==> src/design/pmos_pkg.sv <==
// ----------------------------------------------------------------------------
// pmos_pkg
// Shared types, constants and helpers for the map point occupancy statistics
// block.
// ----------------------------------------------------------------------------
package pmos_pkg;

    localparam int COUNT_BITS = 32;
    localparam int COORD_BITS = 32;
    localparam int VALUE_BITS = 16;
    localparam int TOTAL_BITS = 32;
    localparam int CFG_BITS   = 32;

    typedef logic signed [COORD_BITS-1:0] t_coord;
    typedef logic signed [VALUE_BITS-1:0] t_value;
    typedef logic        [COUNT_BITS-1:0] t_count;
    typedef logic        [TOTAL_BITS-1:0] t_total;
    typedef logic        [CFG_BITS-1:0]   t_cfg_data;

    // Q4.12 thresholds: 0.6, 0.4 and the +/-0.19 band
    localparam t_value THRESH_OCCUPIED = 16'sd2458;
    localparam t_value THRESH_FREE     = 16'sd1638;
    localparam t_value BAND_HIGH       = 16'sd778;
    localparam t_value BAND_LOW        = -16'sd778;

    typedef enum logic [2:0] {
        CFG_BOX_ENABLE  = 3'd0,
        CFG_SOURCE_MODE = 3'd1,
        CFG_BOX_X_LOW   = 3'd2,
        CFG_BOX_X_HIGH  = 3'd3,
        CFG_BOX_Y_LOW   = 3'd4,
        CFG_BOX_Y_HIGH  = 3'd5,
        CFG_BOX_Z_LOW   = 3'd6,
        CFG_BOX_Z_HIGH  = 3'd7
    } t_cfg_idx;

    typedef enum logic {
        MODE_OCTREE = 1'b0,
        MODE_CLOUD  = 1'b1
    } t_mode;

    typedef enum logic [1:0] {
        CLS_NONE   = 2'd0,
        CLS_FREE   = 2'd1,
        CLS_OCC    = 2'd2,
        CLS_UNSEEN = 2'd3
    } t_class;

    // one classified point between the input register and the accumulators
    typedef struct packed {
        t_coord x;
        t_coord y;
        t_coord z;
        t_class cls;
        logic   first;
        logic   last;
    } t_stage;

    typedef struct packed {
        t_total free_total;
        t_total occupied_total;
        t_total unseen_total;
        t_coord min_x;
        t_coord max_x;
        t_coord min_y;
        t_coord max_y;
        t_coord min_z;
        t_coord max_z;
    } t_stats;

    function automatic t_count sat_inc(input t_count c);
        return (c == '1) ? c : c + 1'b1;
    endfunction

    function automatic t_total report_count(input t_count c);
        logic [63:0] w;
        w = 64'(c);
        return (w > 64'h0000_0000_FFFF_FFFF) ? '1 : w[TOTAL_BITS-1:0];
    endfunction

endpackage

==> src/design/pmos_point_if.sv <==
// ----------------------------------------------------------------------------
// pmos_point_if
// Point channel: one map point per beat, valid/ready handshake.
// ----------------------------------------------------------------------------
interface pmos_point_if;
    import pmos_pkg::*;

    logic   valid;
    logic   ready;
    t_coord point_x;
    t_coord point_y;
    t_coord point_z;
    t_value point_value;
    logic   first_point;
    logic   last_point;

    modport source (
        output valid, point_x, point_y, point_z, point_value, first_point, last_point,
        input  ready
    );
    modport sink (
        input  valid, point_x, point_y, point_z, point_value, first_point, last_point,
        output ready
    );
endinterface

==> src/design/pmos_stats_if.sv <==
// ----------------------------------------------------------------------------
// pmos_stats_if
// Statistics channel: counts and axis limits, one beat per finished map.
// ----------------------------------------------------------------------------
interface pmos_stats_if;
    import pmos_pkg::*;

    logic   valid;
    logic   ready;
    t_total free_total;
    t_total occupied_total;
    t_total unseen_total;
    t_coord min_x;
    t_coord max_x;
    t_coord min_y;
    t_coord max_y;
    t_coord min_z;
    t_coord max_z;

    modport source (
        output valid, free_total, occupied_total, unseen_total,
               min_x, max_x, min_y, max_y, min_z, max_z,
        input  ready
    );
    modport sink (
        input  valid, free_total, occupied_total, unseen_total,
               min_x, max_x, min_y, max_y, min_z, max_z,
        output ready
    );
endinterface

==> src/design/pmos_classify.sv <==
// ----------------------------------------------------------------------------
// pmos_classify
// Config registers, box test and value classification; result held in the
// input stage register.
// ----------------------------------------------------------------------------
module pmos_classify (
    input  logic                i_clk,
    input  logic                i_rst_n,
    input  logic                i_cfg_we,
    input  pmos_pkg::t_cfg_idx  i_cfg_idx,
    input  pmos_pkg::t_cfg_data i_cfg_data,
    pmos_point_if.sink          i_pt,
    output logic                o_valid,
    input  logic                i_ready,
    output pmos_pkg::t_stage    o_stage
);
    import pmos_pkg::*;

    logic   r_box_en;
    t_mode  r_mode;
    t_coord r_xl, r_xh, r_yl, r_yh, r_zl, r_zh;

    logic   r_valid;
    t_stage r_stage;
    t_stage n_stage;
    logic   n_inside;
    logic   pt_fire;

    always_ff @(posedge i_clk) begin
        if (!i_rst_n) begin
            r_box_en <= 1'b0;
            r_mode   <= MODE_OCTREE;
            r_xl     <= '0;
            r_xh     <= '0;
            r_yl     <= '0;
            r_yh     <= '0;
            r_zl     <= '0;
            r_zh     <= '0;
        end else if (i_cfg_we) begin
            unique case (i_cfg_idx)
                CFG_BOX_ENABLE:  r_box_en <= i_cfg_data[0];
                CFG_SOURCE_MODE: r_mode   <= t_mode'(i_cfg_data[0]);
                CFG_BOX_X_LOW:   r_xl     <= i_cfg_data;
                CFG_BOX_X_HIGH:  r_xh     <= i_cfg_data;
                CFG_BOX_Y_LOW:   r_yl     <= i_cfg_data;
                CFG_BOX_Y_HIGH:  r_yh     <= i_cfg_data;
                CFG_BOX_Z_LOW:   r_zl     <= i_cfg_data;
                CFG_BOX_Z_HIGH:  r_zh     <= i_cfg_data;
                default: ;
            endcase
        end
    end

    assign i_pt.ready = !r_valid || i_ready;
    assign pt_fire    = i_pt.valid && i_pt.ready;

    always_comb begin
        n_inside = !r_box_en ||
                   (i_pt.point_x >= r_xl && i_pt.point_x <= r_xh &&
                    i_pt.point_y >= r_yl && i_pt.point_y <= r_yh &&
                    i_pt.point_z >= r_zl && i_pt.point_z <= r_zh);

        n_stage.x     = i_pt.point_x;
        n_stage.y     = i_pt.point_y;
        n_stage.z     = i_pt.point_z;
        n_stage.first = i_pt.first_point;
        n_stage.last  = i_pt.last_point;
        n_stage.cls   = CLS_NONE;
        if (n_inside) begin
            if (r_mode == MODE_OCTREE) begin
                if (i_pt.point_value >= THRESH_OCCUPIED) begin
                    n_stage.cls = CLS_OCC;
                end else if (i_pt.point_value <= THRESH_FREE) begin
                    n_stage.cls = CLS_FREE;
                end else begin
                    n_stage.cls = CLS_UNSEEN;
                end
            end else begin
                if (i_pt.point_value >= BAND_LOW && i_pt.point_value <= BAND_HIGH) begin
                    n_stage.cls = CLS_OCC;
                end else if (i_pt.point_value > BAND_HIGH) begin
                    n_stage.cls = CLS_FREE;
                end
                // below the band: not counted
            end
        end
    end

    always_ff @(posedge i_clk) begin
        if (!i_rst_n) begin
            r_valid <= 1'b0;
        end else if (i_pt.ready) begin
            r_valid <= i_pt.valid;
        end
    end

    always_ff @(posedge i_clk) begin
        if (pt_fire) begin
            r_stage <= n_stage;
        end
    end

    assign o_valid = r_valid;
    assign o_stage = r_stage;

    a_stall_only_when_full: assert property (@(posedge i_clk) disable iff (!i_rst_n)
        !i_pt.ready |-> r_valid)
        else $error("point channel stalled with an empty stage");

    a_open_octree_counts: assert property (@(posedge i_clk) disable iff (!i_rst_n)
        pt_fire && !r_box_en && r_mode == MODE_OCTREE |=> r_stage.cls != CLS_NONE)
        else $error("octree point dropped with box disabled");

    a_held_beat_kept: assert property (@(posedge i_clk) disable iff (!i_rst_n)
        r_valid && !i_ready |=> r_valid && $stable(r_stage))
        else $error("stage beat lost while downstream stalled");

endmodule

==> src/design/pmos_accum.sv <==
// ----------------------------------------------------------------------------
// pmos_accum
// Saturating class counters, per-axis limits and the statistics output
// register.
// ----------------------------------------------------------------------------
module pmos_accum (
    input  logic             i_clk,
    input  logic             i_rst_n,
    input  logic             i_valid,
    output logic             o_ready,
    input  pmos_pkg::t_stage i_stage,
    pmos_stats_if.source     o_st
);
    import pmos_pkg::*;

    t_count r_free, r_occ, r_unseen;
    t_count n_free, n_occ, n_unseen;
    t_coord r_lo [3];
    t_coord r_hi [3];
    t_coord n_lo [3];
    t_coord n_hi [3];
    t_coord p    [3];

    logic   r_ovalid;
    t_stats r_out;
    logic   s_fire;

    // only a last beat needs room in the output register
    assign o_ready = !i_stage.last || !r_ovalid || o_st.ready;
    assign s_fire  = i_valid && o_ready;

    always_comb begin
        p[0] = i_stage.x;
        p[1] = i_stage.y;
        p[2] = i_stage.z;

        n_free   = r_free;
        n_occ    = r_occ;
        n_unseen = r_unseen;
        n_lo     = r_lo;
        n_hi     = r_hi;

        if (i_stage.first) begin
            n_free   = '0;
            n_occ    = '0;
            n_unseen = '0;
            n_lo     = p;
            n_hi     = p;
        end

        for (int i = 0; i < 3; i++) begin
            if (p[i] < n_lo[i]) begin
                n_lo[i] = p[i];
            end
            if (p[i] > n_hi[i]) begin
                n_hi[i] = p[i];
            end
        end

        case (i_stage.cls)
            CLS_FREE:   n_free   = sat_inc(n_free);
            CLS_OCC:    n_occ    = sat_inc(n_occ);
            CLS_UNSEEN: n_unseen = sat_inc(n_unseen);
            default: ;
        endcase
    end

    always_ff @(posedge i_clk) begin
        if (!i_rst_n) begin
            r_free   <= '0;
            r_occ    <= '0;
            r_unseen <= '0;
            for (int i = 0; i < 3; i++) begin
                r_lo[i] <= '0;
                r_hi[i] <= '0;
            end
        end else if (s_fire) begin
            r_free   <= n_free;
            r_occ    <= n_occ;
            r_unseen <= n_unseen;
            r_lo     <= n_lo;
            r_hi     <= n_hi;
        end
    end

    always_ff @(posedge i_clk) begin
        if (!i_rst_n) begin
            r_ovalid <= 1'b0;
        end else if (s_fire && i_stage.last) begin
            r_ovalid <= 1'b1;
        end else if (o_st.ready) begin
            r_ovalid <= 1'b0;
        end
    end

    always_ff @(posedge i_clk) begin
        if (s_fire && i_stage.last) begin
            r_out.free_total     <= report_count(n_free);
            r_out.occupied_total <= report_count(n_occ);
            r_out.unseen_total   <= report_count(n_unseen);
            r_out.min_x          <= n_lo[0];
            r_out.max_x          <= n_hi[0];
            r_out.min_y          <= n_lo[1];
            r_out.max_y          <= n_hi[1];
            r_out.min_z          <= n_lo[2];
            r_out.max_z          <= n_hi[2];
        end
    end

    assign o_st.valid          = r_ovalid;
    assign o_st.free_total     = r_out.free_total;
    assign o_st.occupied_total = r_out.occupied_total;
    assign o_st.unseen_total   = r_out.unseen_total;
    assign o_st.min_x          = r_out.min_x;
    assign o_st.max_x          = r_out.max_x;
    assign o_st.min_y          = r_out.min_y;
    assign o_st.max_y          = r_out.max_y;
    assign o_st.min_z          = r_out.min_z;
    assign o_st.max_z          = r_out.max_z;

    a_last_gives_beat: assert property (@(posedge i_clk) disable iff (!i_rst_n)
        s_fire && i_stage.last |=> o_st.valid)
        else $error("last point produced no statistics beat");

    a_count_monotonic: assert property (@(posedge i_clk) disable iff (!i_rst_n)
        s_fire && !i_stage.first |=> r_free >= $past(r_free) && r_occ >= $past(r_occ) &&
                                     r_unseen >= $past(r_unseen))
        else $error("counter went down without a first point");

    a_limits_ordered: assert property (@(posedge i_clk) disable iff (!i_rst_n)
        r_lo[0] <= r_hi[0] && r_lo[1] <= r_hi[1] && r_lo[2] <= r_hi[2])
        else $error("axis minimum above maximum");

endmodule

==> src/design/point_map_occupancy_statistics.sv <==
// ----------------------------------------------------------------------------
// point_map_occupancy_statistics
// Streams map points, tracks per-axis limits and counts free, occupied and
// unseen points inside a configurable box.
//
// Usage:
//   i_pt carries one point per beat (Q16.16 coordinates, Q4.12 value and the
//   first/last flags). A beat with first_point restarts counts and limits; a
//   beat with last_point makes one beat on o_st with the saturated totals and
//   the axis limits after that point.
//   Config is a write-only port (i_cfg_we, i_cfg_idx, i_cfg_data); write it
//   only while no point is in flight.
//   Throughput: one point per cycle, except while a last point waits on a
//   pending o_st beat. The o_st beat for the last point passes through the
//   input stage register, then the statistics register.
//   Reset clears config, counters and limits to zero; no beat is pending.
//   When o_st stalls, points without last_point keep flowing; a second last
//   point waits in the input stage until the pending beat is taken.
// ----------------------------------------------------------------------------
module point_map_occupancy_statistics (
    input  logic                i_clk,
    input  logic                i_rst_n,
    input  logic                i_cfg_we,
    input  pmos_pkg::t_cfg_idx  i_cfg_idx,
    input  pmos_pkg::t_cfg_data i_cfg_data,
    pmos_point_if.sink          i_pt,
    pmos_stats_if.source        o_st
);
    import pmos_pkg::*;

    logic   stage_valid;
    logic   stage_ready;
    t_stage stage;

    pmos_classify u_classify (
        .i_clk      (i_clk),
        .i_rst_n    (i_rst_n),
        .i_cfg_we   (i_cfg_we),
        .i_cfg_idx  (i_cfg_idx),
        .i_cfg_data (i_cfg_data),
        .i_pt       (i_pt),
        .o_valid    (stage_valid),
        .i_ready    (stage_ready),
        .o_stage    (stage)
    );

    pmos_accum u_accum (
        .i_clk   (i_clk),
        .i_rst_n (i_rst_n),
        .i_valid (stage_valid),
        .o_ready (stage_ready),
        .i_stage (stage),
        .o_st    (o_st)
    );

endmodule

==> src/flat_wrapper.sv <==
// flat-port wrapper written by rule: the top's interface ports become plain ports
module point_map_occupancy_statistics_flat import pmos_pkg::*;
  (i_clk, i_rst_n, i_cfg_we, i_cfg_idx, i_cfg_data, i_pt_valid, i_pt_point_x, i_pt_point_y, i_pt_point_z, i_pt_point_value, i_pt_first_point, i_pt_last_point, i_pt_ready, o_st_valid, o_st_free_total, o_st_occupied_total, o_st_unseen_total, o_st_min_x, o_st_max_x, o_st_min_y, o_st_max_y, o_st_min_z, o_st_max_z, o_st_ready);
  pmos_point_if i_pt_i ();
  pmos_stats_if o_st_i ();
  input  logic i_clk;
  input  logic i_rst_n;
  input  logic i_cfg_we;
  input  pmos_pkg::t_cfg_idx i_cfg_idx;
  input  pmos_pkg::t_cfg_data i_cfg_data;
  input wire logic [$bits(i_pt_i.valid)-1:0] i_pt_valid;
  input wire logic [$bits(i_pt_i.point_x)-1:0] i_pt_point_x;
  input wire logic [$bits(i_pt_i.point_y)-1:0] i_pt_point_y;
  input wire logic [$bits(i_pt_i.point_z)-1:0] i_pt_point_z;
  input wire logic [$bits(i_pt_i.point_value)-1:0] i_pt_point_value;
  input wire logic [$bits(i_pt_i.first_point)-1:0] i_pt_first_point;
  input wire logic [$bits(i_pt_i.last_point)-1:0] i_pt_last_point;
  output wire logic [$bits(i_pt_i.ready)-1:0] i_pt_ready;
  output wire logic [$bits(o_st_i.valid)-1:0] o_st_valid;
  output wire logic [$bits(o_st_i.free_total)-1:0] o_st_free_total;
  output wire logic [$bits(o_st_i.occupied_total)-1:0] o_st_occupied_total;
  output wire logic [$bits(o_st_i.unseen_total)-1:0] o_st_unseen_total;
  output wire logic [$bits(o_st_i.min_x)-1:0] o_st_min_x;
  output wire logic [$bits(o_st_i.max_x)-1:0] o_st_max_x;
  output wire logic [$bits(o_st_i.min_y)-1:0] o_st_min_y;
  output wire logic [$bits(o_st_i.max_y)-1:0] o_st_max_y;
  output wire logic [$bits(o_st_i.min_z)-1:0] o_st_min_z;
  output wire logic [$bits(o_st_i.max_z)-1:0] o_st_max_z;
  input wire logic [$bits(o_st_i.ready)-1:0] o_st_ready;
  assign i_pt_i.valid = i_pt_valid;
  assign i_pt_i.point_x = i_pt_point_x;
  assign i_pt_i.point_y = i_pt_point_y;
  assign i_pt_i.point_z = i_pt_point_z;
  assign i_pt_i.point_value = i_pt_point_value;
  assign i_pt_i.first_point = i_pt_first_point;
  assign i_pt_i.last_point = i_pt_last_point;
  assign i_pt_ready = i_pt_i.ready;
  assign o_st_valid = o_st_i.valid;
  assign o_st_free_total = o_st_i.free_total;
  assign o_st_occupied_total = o_st_i.occupied_total;
  assign o_st_unseen_total = o_st_i.unseen_total;
  assign o_st_min_x = o_st_i.min_x;
  assign o_st_max_x = o_st_i.max_x;
  assign o_st_min_y = o_st_i.min_y;
  assign o_st_max_y = o_st_i.max_y;
  assign o_st_min_z = o_st_i.min_z;
  assign o_st_max_z = o_st_i.max_z;
  assign o_st_i.ready = o_st_ready;
  point_map_occupancy_statistics u_core (.i_clk(i_clk), .i_rst_n(i_rst_n), .i_cfg_we(i_cfg_we), .i_cfg_idx(i_cfg_idx), .i_cfg_data(i_cfg_data), .i_pt(i_pt_i), .o_st(o_st_i));
endmodule
==> config.mk <==
export PLATFORM = sky130hd
export DESIGN_NAME = point_map_occupancy_statistics_flat
export DESIGN_NICKNAME = d
export VERILOG_FILES = /design/src/design/pmos_pkg.sv /design/src/design/pmos_point_if.sv /design/src/design/pmos_stats_if.sv /design/src/design/pmos_classify.sv /design/src/design/pmos_accum.sv /design/src/design/point_map_occupancy_statistics.sv /design/src/flat_wrapper.sv
export SDC_FILE = /design/constraint.sdc
export NUM_CORES = 2
export LEC_CHECK = 0
export BUFFER_PORTS_ARGS = -buffer_cell sky130_fd_sc_hd__buf_2
export CORE_MARGIN = 8
export CORE_UTILIZATION = 60
export DETAILED_ROUTE_END_ITERATION = 12
export PLACE_DENSITY = 0.89
export SKIP_LAST_GASP = 1
export SYNTH_ARGS = -nofsm -noshare
export SYNTH_HDL_FRONTEND = slang
export SYNTH_SLANG_ARGS = --single-unit
==> constraint.sdc <==
create_clock -name i_clk -period 11.1 [get_ports i_clk]
set_clock_uncertainty 0.1 [all_clocks]
set_input_delay 0.555 -clock i_clk [delete_from_list [all_inputs] [get_ports i_clk]]
set_output_delay 0.555 -clock i_clk [all_outputs]
set_load 0.01 [all_outputs]
# [Yosys cells after proc, flatten, opt, wreduce, memory -nomap -nowiden]
# Cells that the tools add are included.
[word_totals] out_inout_bits=290 elab_cells=118 inputBits=154 ff_bits=872
[op_classes] n_eq_ne=13 n_addsub=3 magnitude_cmp=17 n_reduce_logical=27 mux=24
[ops] op="32-bit two-way mux" n=15
[ops] op="96-bit two-way mux" n=2
[ops] op="32-bit by 1-bit adder with 32-bit output (second input constant)" n=3
[ops] op="32-bit equality test (second input constant)" n=3
[ops] op="32-bit greater-or-equal comparator" n=3
[ops] op="32-bit greater-than comparator" n=3
[ops] op="32-bit less-or-equal comparator" n=3
[ops] op="32-bit less-than comparator" n=3
[ops] op="16-bit by 11-bit greater-or-equal comparator with 1-bit output (second input constant)" n=1
[ops] op="16-bit by 13-bit greater-or-equal comparator with 1-bit output (second input constant)" n=1
[ops] op="16-bit by 11-bit greater-than comparator with 1-bit output (second input constant)" n=1
[ops] op="16-bit by 11-bit less-or-equal comparator with 1-bit output (second input constant)" n=1
[ops] op="16-bit by 12-bit less-or-equal comparator with 1-bit output (second input constant)" n=1
[ops] op="2-bit AND reduction" n=8
[ops] op="3-bit equality test (second input constant)" n=4
[ops] op="1-bit logical AND" n=9
[ops] op="2-bit two-way mux" n=4
[ops] op="3-bit by 2-bit equality test with 1-bit output (second input constant)" n=2
[ops] op="2-bit equality test (second input constant)" n=2
[ops] op="1-bit logical NOT" n=4
[ops] op="1-bit logical OR" n=4
[ops] op="3-bit by 1-bit equality test with 1-bit output (second input constant)" n=1
[ops] op="3-bit logical NOT" n=1
[ops] op="1-bit two-way mux" n=3
[ops] op="2 further kinds" n=2

# [Logic depth before layout (Yosys ltp)]
[depth] depth_word=7 depth_mapped=19 ltp_nobuf=11

# [Hierarchy]
# A second synthesis with hierarchy kept.
[hier_totals] cells_unflattened=4857 area_unflattened_um2=46766.1
[modules_own_cells] mod="pmos_accum" instances=1 seq_area_each_um2=14433.8 area_per_inst_um2=31492.7 cells_each=3180
[modules_own_cells] mod="pmos_classify" instances=1 seq_area_each_um2=6906.6 area_per_inst_um2=15273.4 cells_each=1677

# [Least setup slack after synthesis]
# No wires, ideal clock.
[synth_timing] path_kind="input port to flip-flop" start="input o_st_ready" end="register, netlist name u_core.u_accum.o_st.free_total[0]" required_time_ns=10.311 arrival_ns=7.304 setup_time_ns=0.689 path_slack_ns=3.007 path_stages=3 path_cell_list="nor2b_1 -> nand2_1 -> and3_1"
[synth_via] elab_chain_len=3
[synth_rtl] item="start, declared" line_no="flat_wrapper.sv:29" source="input wire logic [$bits(o_st_i.ready)-1:0] o_st_ready;"
[synth_rtl] item="1-bit logical OR" line_no="pmos_accum.sv:29" source="assign o_ready = !i_stage.last || !r_ovalid || o_st.ready;"
[synth_rtl] item="1-bit logical AND" line_no="pmos_accum.sv:30" source="assign s_fire = i_valid && o_ready;"
[synth_rtl] item="1-bit logical AND" line_no="pmos_accum.sv:97" source="if (s_fire && i_stage.last) begin"
# No other way between the ends.
# A chain may end at the register's enable or synchronous reset.

==> impl_results.md <==
- Area share of and/or/nand/nor cells after synthesis: between 10% and 20%
- Global-route wire length before repair: 199 mm
- Slew margin rel.: 18.9%
- Cells after Synth: 4755
- Synthesized area per cell: 9.77 sq um
- Die Width: 294 um
- DRC Markers: 0
- # port buffers: roughly 440
- Core Footprint: between 70000 and 80000 sq um
- Xor and xnor area share after synthesis: ~1.8%
- Max-cap violations: 0
- Tcrit/Tclk final: between 50% and 60%
- Area used by multi-input combinational logic: 23100 sq um
- Aggregate global-route resource usage: between 20% and 30%
- Worst reg2reg path depth: 14
- Peak supply drop: ~0.12 mV
- Largest net degree at the start of global routing: 171
- Dpl hpwl: 91.7 mm
- Post-synthesis adder-cell area fraction: roughly a tenth
- Yosys cell types: between 80 and 90
- Area leader, netlist: edfxtp_1
- Post-synthesis compound-gate area fraction: about an eighth
- Synth cell count leaders: 943 x nand2_1, 484 x dfxtp_1, 415 x mux2i_1
- Max reg flops: 100
- Cell area after synthesis: between 40000 and 50000 sq um
- Final TNS setup: 0 ns
- Yosys warns: 0
- Fill cells: ~5600
- Vias in the first global route: between 30000 and 40000
- Post-CTS Setup Bufs: 0
- Worst setup SP type: flip-flop
- Final hold violations: 0
- Routed length per instance: slightly above 20 um
- Post-synth EDFFs: roughly 390
- Slowest cell on crit path: buf_4
- DIE HEIGHT: roughly 290 um
- CP peak stage delay: ~0.69 ns
- CTS clk-pin slew, worst paths: 0.07 ns
- Worst Tran Pin Value: 1.21 ns
- Hold crit path type: input port to flip-flop
- Achievable Freq: roughly 170 MHz
- Vias: 37200
- Fin crit period: a little under 6 ns
- Post-route ant nets: 0
- RR Startpoint: u_core.u_classify.o_stage[1]$_DFFE_PP_
- Final setup fails: 0
- Htree depth: 3
- Slew Limit Fails: 0
- Crit Path Category: flip-flop to flip-flop
- Async SR Flop Fraction: 0%
- TritonCTS sink count: slightly below 900
- Largest cells by area after synthesis: edfxtp_1 25%, dfxtp_1 21%, ha_1 10%
- Overall power: approximately 8 mW
- Reg2reg end: u_core.u_accum.o_st.max_z[0]$_DFFE_PP_
- Leak: approximately 22 nW
- Final WL: approximately 130 mm
- CP arrival: ~6.3 ns
- Final RePlAce weighted congestion: about 0.93
- Routed vias/inst: about 6.0
- Pwr/cell area: between 100 and 150 nW/um^2
- Crit path cell chain: buf_12, inv_4, buf_4, a21boi_0, ha_1, a21o_1, a21o_1, a21oi_1, nor2_1, a211oi_1, o21ai_0, a21oi_4, buf_4, mux2_2
- Hold endpoint: u_core.u_classify.o_stage[4]$_DFFE_PP_
- Initial antenna violation count: 20
- CP Capture Type: flip-flop
- I/O pin count: around 440
- Crit Path Max Fanout: between 100 and 150
- Row Count: slightly above 100
- Post-synthesis sequential area ratio: 45.9%
- Clock insertion delay at the later pin of the skew report: 0.66 ns
- Starting Density: between 60% and 70%
- Post-route setup slack: slightly above 5 ns
- Post-Layout Cell Count: between 6000 and 7000
- Prevailing post-synth register cell: dfxtp_1
- Number of synthesized register bits: roughly 870
- Overflow left after global routing: 0
- Num CTS Buffers: 89
- Worst Path Required: ~11 ns
- Share of cells above drive strength 1: between 10% and 20%
- CP top delay family: compound AO/OA/AOI/OAI gates
- Mux cell area share after synthesis: 9.19%
- Iteration-0 DRC Markers: approximately 3900
- Root buf cell: clkbuf_16
- Final Util: between 60 and 70%
- Pre-CTS WS: about 5.2 ns
- Clock buffer depth: 3
- TritonCTS clock tree: yes
- Main combinational cell family by area after synthesis: simple AND/OR/NAND/NOR gates
- Count leader, synth: nand2_1
- Placed Instances: 6040
- Share of the synthesized area in the top cell type: roughly 25%
- Start point of the worst hold path: i_pt_point_z[0]
- Status: complete, no violations
- Die area: 86600 sq um
- 1st-pass router iterations: 6
- Worst Path Buf+Inv: 4
- R2r setup slk: between 5 and 6 ns
- FF+latch area: ~21000 sq um
- Post-CTS Resized: 0
- Hold Path Depth: 1
- Hold_buf cts: 1
- Area grow syn2layout: 13.3%
- Final #Nets: between 5000 and 6000
- Mapped Nets: 5293
- RSZ-0062 raised after global routing: no
[metrics by stage]
stage          hold slack, ns  area (sq um)
6_report               0.0343         52600
5_1_grt                0.0182         52600
4_1_cts               0.00182         52600
3_5_place_dp            0.347         49400
3_3_place_gp            0.340         49400
2_1_floorplan           0.332         46400
[cell families (layout without fill, tap and decap cells)]
kind of cell               Yosys count  after routing
adders and majority gates          384            384
and+or+nand+nor                   1546           1546
buffers and inverters              541            954
AOI/OAI and AO/OA                  894            894
xor gates and xnor gates            93             93
muxes                              425            425
DFF                                872            872
other                                0             16
[cells in the final DEF, fill, tap and decap left out, types with 91 or more instances in the layout]
cell,Yosys,final
a21boi_0,338,338
o21ai_0,157,157
edfxtp_1,388,388
a21oi_1,146,143
clkbuf_16,0,96
mux2i_1,415,414
ha_1,384,384
nand3_1,93,91
nand2_1,943,942
buf_2,46,442
dfxtp_1,484,484
inv_1,303,303
nand4_1,100,100
nor2_1,150,145
[per-layer routing]
| metal | vias up | wire [um] | global-route usage [%] |
|---|---|---|---|
| met5 | - | 71 | 0 |
| met2 | 1706 | 60800 | 47.6 |
| met3 | 356 | 11500 | 5.38 |
| li1 | 17400 | - | - |
| met4 | 12 | 5970 | 13.6 |
| met1 | 17600 | 50700 | 36.0 |
[area by class of cell]
| class | count | area share, % |
|---|---|---|
| inverter | 304 | 2.17 |
| clock inverter | 48 | 1.08 |
| sequential | 872 | 40.6 |
| multi-input combinational | 3342 | 43.9 |
| timing repair buffer | 483 | 4.86 |
| antenna | 16 | 0.0761 |
| clock buffer | 119 | 4.88 |
| tap | 1040 | 2.47 |
[worst max path at each step]
stage | start | to | slack, ns | cells past startpoint
after floorplan | o_st_ready | u_core.u_accum.o_st.free_total[0]$_DFFE_PP_ | 3.01 | 3
final | u_core.u_classify.o_stage[1]$_DFFE_PP_ | u_core.u_accum.o_st.max_z[0]$_DFFE_PP_ | 5.14 | 14
after global routing | u_core.u_classify.o_stage[1]$_DFFE_PP_ | u_core.u_accum.o_st.max_z[0]$_DFFE_PP_ | 4.80 | 14
after global placement | u_core.u_classify.o_stage[1]$_DFFE_PP_ | u_core.u_accum.o_st.max_z[0]$_DFFE_PP_ | 5.36 | 14
after detailed placement | u_core.u_classify.o_stage[1]$_DFFE_PP_ | u_core.u_accum.o_st.max_z[0]$_DFFE_PP_ | 5.21 | 14
after CTS | u_core.u_classify.o_stage[1]$_DFFE_PP_ | u_core.u_accum.o_st.max_z[0]$_DFFE_PP_ | 5.20 | 14
[report_power, final]
part / switching [mW] / internal [mW] / total (mW)
registers: 0.0843 / 3.50 / 3.58
logic: 0.642 / 0.397 / 1.04
clock network: 1.32 / 1.87 / 3.20
total: 2.05 / 5.77 / 7.82
Note: power is estimated with default switching activity, not from simulation.
